$ cat src/rtl/core/stencil_average_star_counter_core_macros.svh
// ----------------------------------------------------------------------------
// Assertion macros for the star counter core
// Wraps concurrent assertions so that synthesis sees nothing of them.
// ----------------------------------------------------------------------------
`ifndef STENCIL_AVERAGE_STAR_COUNTER_CORE_MACROS_SVH
`define STENCIL_AVERAGE_STAR_COUNTER_CORE_MACROS_SVH
`ifndef SYNTHESIS
// Same-cycle implication, sampled on clk, off while rst_n is low
`define SASC_ASSERT_IMPLIES(label, ante, cons, msg) \
  label: assert property (@(posedge clk) disable iff (!rst_n) (ante) |-> (cons)) \
    else $error(msg);
// Next-cycle implication, sampled on clk, off while rst_n is low
`define SASC_ASSERT_NEXT(label, ante, cons, msg) \
  label: assert property (@(posedge clk) disable iff (!rst_n) (ante) |=> (cons)) \
    else $error(msg);
`else
`define SASC_ASSERT_IMPLIES(label, ante, cons, msg)
`define SASC_ASSERT_NEXT(label, ante, cons, msg)
`endif
`endif

$ cat src/rtl/core/sasc_pkg.sv
// ----------------------------------------------------------------------------
// Star counter package
// Sizes, types and register codes shared by the star counter core.
// ----------------------------------------------------------------------------
`default_nettype none

package sasc_pkg;

  // Image geometry and pixel depth
  localparam int MAX_COLUMNS    = 1024;
  localparam int PIXEL_BITS     = 8;
  localparam int ROW_LIMIT      = 1024;
  localparam int COL_BITS       = $clog2(MAX_COLUMNS);
  localparam int ROW_BITS       = $clog2(ROW_LIMIT);

  // Word and register widths
  localparam int IN_PIXEL_BITS  = 8;
  localparam int COUNT_BITS     = 20;
  localparam int SIZE_BITS      = 11;
  localparam int THR_BITS       = 8;
  localparam int CFG_DATA_BITS  = 11;
  localparam int CFG_INDEX_BITS = 2;

  // Five-point sum and its threshold limit
  localparam int STENCIL_POINTS = 5;
  localparam int SUM_BITS       = PIXEL_BITS + 3;
  localparam int LIM_BITS       = THR_BITS + 3;
  localparam int CMP_BITS       = (SUM_BITS > LIM_BITS) ? SUM_BITS : LIM_BITS;

  // Register reset values
  localparam int DEFAULT_COLS   = 640;
  localparam int DEFAULT_ROWS   = 480;
  localparam int DEFAULT_THR    = 6;

  // Result queue
  localparam int FIFO_DEPTH     = 4;
  localparam int FIFO_PTR_BITS  = $clog2(FIFO_DEPTH);
  localparam int FIFO_CNT_BITS  = FIFO_PTR_BITS + 1;

  typedef logic [PIXEL_BITS-1:0]    pix_t;
  typedef logic [IN_PIXEL_BITS-1:0] in_pix_t;
  typedef logic [COL_BITS-1:0]      col_t;
  typedef logic [ROW_BITS-1:0]      row_t;
  typedef logic [SUM_BITS-1:0]      sum_t;
  typedef logic [LIM_BITS-1:0]      lim_t;
  typedef logic [COUNT_BITS-1:0]    count_t;
  typedef logic [FIFO_CNT_BITS-1:0] fill_t;

  // Configuration register indexes
  typedef enum logic [CFG_INDEX_BITS-1:0] {
    CFG_COLUMNS   = 2'd0,
    CFG_ROWS      = 2'd1,
    CFG_THRESHOLD = 2'd2
  } cfg_index_t;

  // Access control for one line store cell
  typedef struct packed {
    logic acc;
    col_t col;
    col_t col_ahead;
  } line_ctrl_t;

endpackage

`default_nettype wire

$ cat src/rtl/core/sasc_count_if.sv
// ----------------------------------------------------------------------------
// Count channel
// Valid/ready channel carrying one frame's star count per word.
// ----------------------------------------------------------------------------
`default_nettype none

interface sasc_count_if;
  import sasc_pkg::*;

  logic   valid;
  logic   ready;
  count_t star_count;

  modport source (output valid, output star_count, input ready);
  modport sink   (input valid, input star_count, output ready);
endinterface

`default_nettype wire

$ cat src/rtl/core/sasc_result_fifo.sv
// ----------------------------------------------------------------------------
// Result queue
// Small register queue that holds frame counts until the receiver takes them.
// ----------------------------------------------------------------------------
`default_nettype none
`include "stencil_average_star_counter_core_macros.svh"

module sasc_result_fifo (
  input  logic             clk,
  input  logic             rst_n,
  input  logic             push,
  input  sasc_pkg::count_t push_data,
  output sasc_pkg::fill_t  fill,
  sasc_count_if.source     out_ch
);
  import sasc_pkg::*;

  count_t                   slot_r [FIFO_DEPTH];
  logic [FIFO_PTR_BITS-1:0] wr_ptr_r, wr_ptr_nxt;
  logic [FIFO_PTR_BITS-1:0] rd_ptr_r, rd_ptr_nxt;
  fill_t                    fill_r, fill_nxt;
  logic                     pop;

  // Drive the head word
  assign out_ch.valid      = (fill_r != '0);
  assign out_ch.star_count = slot_r[rd_ptr_r];
  assign pop               = out_ch.valid && out_ch.ready;
  assign fill              = fill_r;

  // Advance pointers and fill level
  always_comb begin
    wr_ptr_nxt = push ? FIFO_PTR_BITS'(wr_ptr_r + FIFO_PTR_BITS'(1)) : wr_ptr_r;
    rd_ptr_nxt = pop ? FIFO_PTR_BITS'(rd_ptr_r + FIFO_PTR_BITS'(1)) : rd_ptr_r;
    fill_nxt   = fill_t'(fill_r + fill_t'(push) - fill_t'(pop));
  end

  always_ff @(posedge clk) begin
    if (!rst_n) begin
      wr_ptr_r <= '0;
      rd_ptr_r <= '0;
      fill_r   <= '0;
    end else begin
      wr_ptr_r <= wr_ptr_nxt;
      rd_ptr_r <= rd_ptr_nxt;
      fill_r   <= fill_nxt;
    end
  end

  // Store the pushed word
  always_ff @(posedge clk) begin
    if (push) begin
      slot_r[wr_ptr_r] <= push_data;
    end
  end

  `SASC_ASSERT_IMPLIES(a_no_overflow, push && !pop, fill_r < fill_t'(FIFO_DEPTH), "result queue overflow")
  `SASC_ASSERT_IMPLIES(a_ptr_gap, 1'b1, FIFO_PTR_BITS'(wr_ptr_r - rd_ptr_r) == fill_r[FIFO_PTR_BITS-1:0], "queue pointers disagree with fill level")
  `SASC_ASSERT_NEXT(a_fill_push, push && !pop, fill_r == fill_t'($past(fill_r) + fill_t'(1)), "fill level did not rise on push")

endmodule

`default_nettype wire

$ cat src/flat_wrapper.sv
// flat-port wrapper written by rule: the top's interface ports become plain ports
module sasc_result_fifo_flat import sasc_pkg::*;
  (clk, rst_n, push, push_data, fill, out_ch_valid, out_ch_star_count, out_ch_ready);
  sasc_count_if out_ch_i ();
  input  logic clk;
  input  logic rst_n;
  input  logic push;
  input  sasc_pkg::count_t push_data;
  output sasc_pkg::fill_t fill;
  output wire logic [$bits(out_ch_i.valid)-1:0] out_ch_valid;
  output wire logic [$bits(out_ch_i.star_count)-1:0] out_ch_star_count;
  input wire logic [$bits(out_ch_i.ready)-1:0] out_ch_ready;
  assign out_ch_valid = out_ch_i.valid;
  assign out_ch_star_count = out_ch_i.star_count;
  assign out_ch_i.ready = out_ch_ready;
  sasc_result_fifo u_core (.clk(clk), .rst_n(rst_n), .push(push), .push_data(push_data), .fill(fill), .out_ch(out_ch_i));
endmodule
$ cat config.mk
export PLATFORM = sky130hd
export DESIGN_NAME = sasc_result_fifo_flat
export DESIGN_NICKNAME = d
export VERILOG_FILES = /design/src/rtl/core/sasc_pkg.sv /design/src/rtl/core/sasc_count_if.sv /design/src/rtl/core/sasc_result_fifo.sv /design/src/flat_wrapper.sv
export VERILOG_INCLUDE_DIRS = /design/src /design/src/rtl/core
export SDC_FILE = /design/constraint.sdc
export NUM_CORES = 1
export LEC_CHECK = 0
export ABC_AREA = 1
export BUFFER_PORTS_ARGS = -buffer_cell sky130_fd_sc_hd__buf_4
export CORE_MARGIN = 3
export CORE_UTILIZATION = 56
export CTS_CLUSTER_SIZE = 20
export DETAILED_ROUTE_END_ITERATION = 10
export GPL_ROUTABILITY_DRIVEN = 0
export GPL_TIMING_DRIVEN = 0
export PLACE_DENSITY = 0.88
export SLEW_MARGIN = 20
export SYNTH_ARGS = -nofsm -noshare
export SYNTH_HDL_FRONTEND = slang
export SYNTH_SLANG_ARGS = --single-unit
$ cat constraint.sdc
create_clock -name clk -period 1.9 [get_ports clk]
set_input_delay 0.38 -clock clk [delete_from_list [all_inputs] [get_ports clk]]
set_output_delay 0.38 -clock clk [all_outputs]
set_load 0.02 [all_outputs]
==> impl_metrics.json <==
{
  "finalInstanceArea_sq_um": 4074,
  "cts_root_buffer": "clkbuf_8",
  "arrival_ps": 1450,
  "tightestPinTransition_ps": 903.6,
  "slowest_stage": "dfxtp_1",
  "synth_flop_cell": "edfxtp_1",
  "drt_wl_total_um": 6730,
  "peakVddDrop_mv": 0.9335,
  "slew_violations": 0,
  "avgSynthCellArea_sq_um": 13.40,
  "mostFrequentLayoutCell": "edfxtp_1",
  "drc_errors": 0,
  "io_buffers": 47,
  "syn_to_final_growth_pct": 19.66,
  "wl_met2_um": 3555,
  "finalCriticalPeriod_ps": 1831,
  "hold_viol_final": 0,
  "crit_type": "register to output port",
  "synth_top_cell_area_share": 0.7056,
  "top_layer": "met4",
  "wl_met3_um": 414,
  "overflow": 0,
  "wl_met1_um": 2626,
  "finalWorstSetupSlack_ps": 68.69,
  "cts_buffer_depth": 2,
  "synth_area_sq_um": 3405,
  "max_freq_mhz": 546.1,
  "synth_warnings": 0,
  "tns_ps": 0,
  "synth_edf_count": 80,
  "worst_setup_path_start_kind": "register",
  "fp-row-count": 27,
  "start_util": 0.5963,
  "critPathMaxFanout": 10,
  "postRouteAntennaNets": 0,
  "grt_max_degree": 21,
  "clock-sinks": 89,
  "cts_hold_buf": 0,
  "setup_violations": 0,
  "mostFrequentLayoutCells": "edfxtp_1, buf_4, nor2_1",
  "cts_setup_buffers": 0,
  "die_h_um": 83.97,
  "dieArea_sq_um": 7051,
  "clk_pin_slew_worst_paths_ps": 90,
  "core_area_sq_um": 5709,
  "status": "finished, final reports clean",
  "cts_tree": "built",
  "yosysSeqAreaShare": 0.7585,
  "grt_usage": 0.1988,
  "synth.area.top_cells": "edfxtp_1, o21ai_1, dfxtp_1",
  "ff2ff_setup_slack_ps": 130,
  "ys_ff_latch": 89,
  "drt-pass1-iter-count": 4,
  "clock_latency_ps": 350,
  "skew_ps": 13.70,
  "p_per_area_nw_per_um2": 1262,
  "total_power_uw": 5143,
  "netlist_instances": 254,
  "drive_gt1_frac": 0.2524,
  "syn_nets": 285,
  "synthArstFlopShare": 0,
  "pre_cts_ws_ps": 86.63,
  "timing.slew.headroom": 0.3969,
  "rsz0062_at_grt": "yes",
  "die_w_um": 83.97,
  "grt_pass1_vias": 2309,
  "fin_crit_sh": 0.9638,
  "via_per_inst": 5.612,
  "ctsHtreeMaxLevel": 3,
  "power_leakage_uw": 0.001544,
  "wl_per_cell_um": 17.30,
  "maxCapViolCount": 0,
  "via_count": 2183,
  "diodes": 0,
  "io-pin-count": 48,
  "placed_area_sq_um": 3847,
  "cts_buffers": 9,
  "drtIter0Drc": 121,
  "worstPathCellList": "buf_2, o21ai_1, o22ai_1, buf_4",
  "cp_slowest_stage_delay_ps": 360,
  "cp-end-kind": "output port",
  "yosys.area.top_type": "edfxtp_1",
  "dpl.hpwl_um": 4305,
  "cp.required_ps": 1520,
  "antenna_found_initial": 0,
  "synth.distinct_cells": 18,
  "grt_pass1_wl_um": 10820,
  "hold_class": "primary input to register",
  "num-nets-final": 343
}
-- cell families (layout without fill, tap and decap cells) --
| group | count (synthesis) | in the layout | synth area share |
|---|---|---|---|
| AND/OR/NAND/NOR | 61 | 61 | 0.06799 |
| adder cells (fa/ha/maj) | 7 | 7 | 0.02793 |
| buffers and inverters | 29 | 92 | 0.03748 |
| AO/OA/AOI/OAI | 68 | 68 | 0.1080 |
| flip-flops | 89 | 89 | 0.7585 |
-- critical path, delay by kind of cell (launching register included) --
kind            cells  cell delay [ps]
buf+inv             2              420
flops               1              360
compound gates      2              330
-- state kept, by name, indices dropped and copies added, names as in the netlist, named ones only --
| signal | cells |
|---|---|
| u_core.rd_ptr_r | 2 |
| u_core.fill | 3 |
| u_core.wr_ptr_r | 2 |
| u_core.slot_r | 80 |
-- layout make-up --
type	instances	area (sq um)
Buffer	12	80.08
Clock buffer	9	123.9
Clock inverter	7	76.32
Fill cell	343	1635
Inverter	17	63.81
Multi-Input combinational cell	136	703.2
Sequential cell	89	2584
Tap cell	72	90.09
Timing Repair Buffer	47	352.8
-- cells in the mapped netlist, types with 2 or more instances --
library cell and n:
nand3_1 2, nor2_1 45, o22ai_1 20, a21oi_1 5
buf_2 9, ha_1 6, buf_4 2, dfxtp_1 9
inv_1 15, edfxtp_1 80, o21ai_0 2, nand2_1 14
o21ai_1 40
-- metal layers --
layer | up-vias | track usage
met3 | 12 | 0.06120
met1 | 1057 | 0.2327
met5 | - | 0
met2 | 80 | 0.3420
met4 | 0 | 0.07749
li1 | 1034 | -
-- what timing repair did --
action	in CTS	in global routing
gates resized for setup	1	11
pin swaps	0	1
setup endpoints to repair	7	20
-- path summary, 6_finish.rpt --
path,start,to,cells past startpoint
setup reg to reg,u_core.fill[2]$_SDFF_PN0_,u_core.fill[1]$_SDFF_PN0_,8
hold reg to reg,u_core.rd_ptr_r[1]$_SDFFE_PN0P_,register,2
setup / recovery,register,out_ch_star_count[12],4
hold / removal,push_data[3],u_core.slot_r[0][3]$_DFFE_PP_,1
-- stage by stage --
| step | hold slack [ps] | utilization | std cells |
|---|---|---|---|
| finish | 221.6 | 0.7136 | 389 |
| CTS | 215.3 | 0.7092 | 389 |
| detailed placement | 514.2 | 0.6739 | 373 |
| floorplan | 448.1 | - | 254 |
| global route | 200.6 | 0.7136 | 389 |
| global placement | 460.9 | 0.6739 | 373 |
-- report_power, final --
| group | internal, uW | total (uW) | switching, uW |
|---|---|---|---|
| logic | 590 | 1540 | 952 |
| clock network | 616 | 1280 | 660 |
| registers | 2260 | 2330 | 63.2 |
| total | 3470 | 5140 | 1670 |
Note: power is estimated with default switching activity, not from simulation.
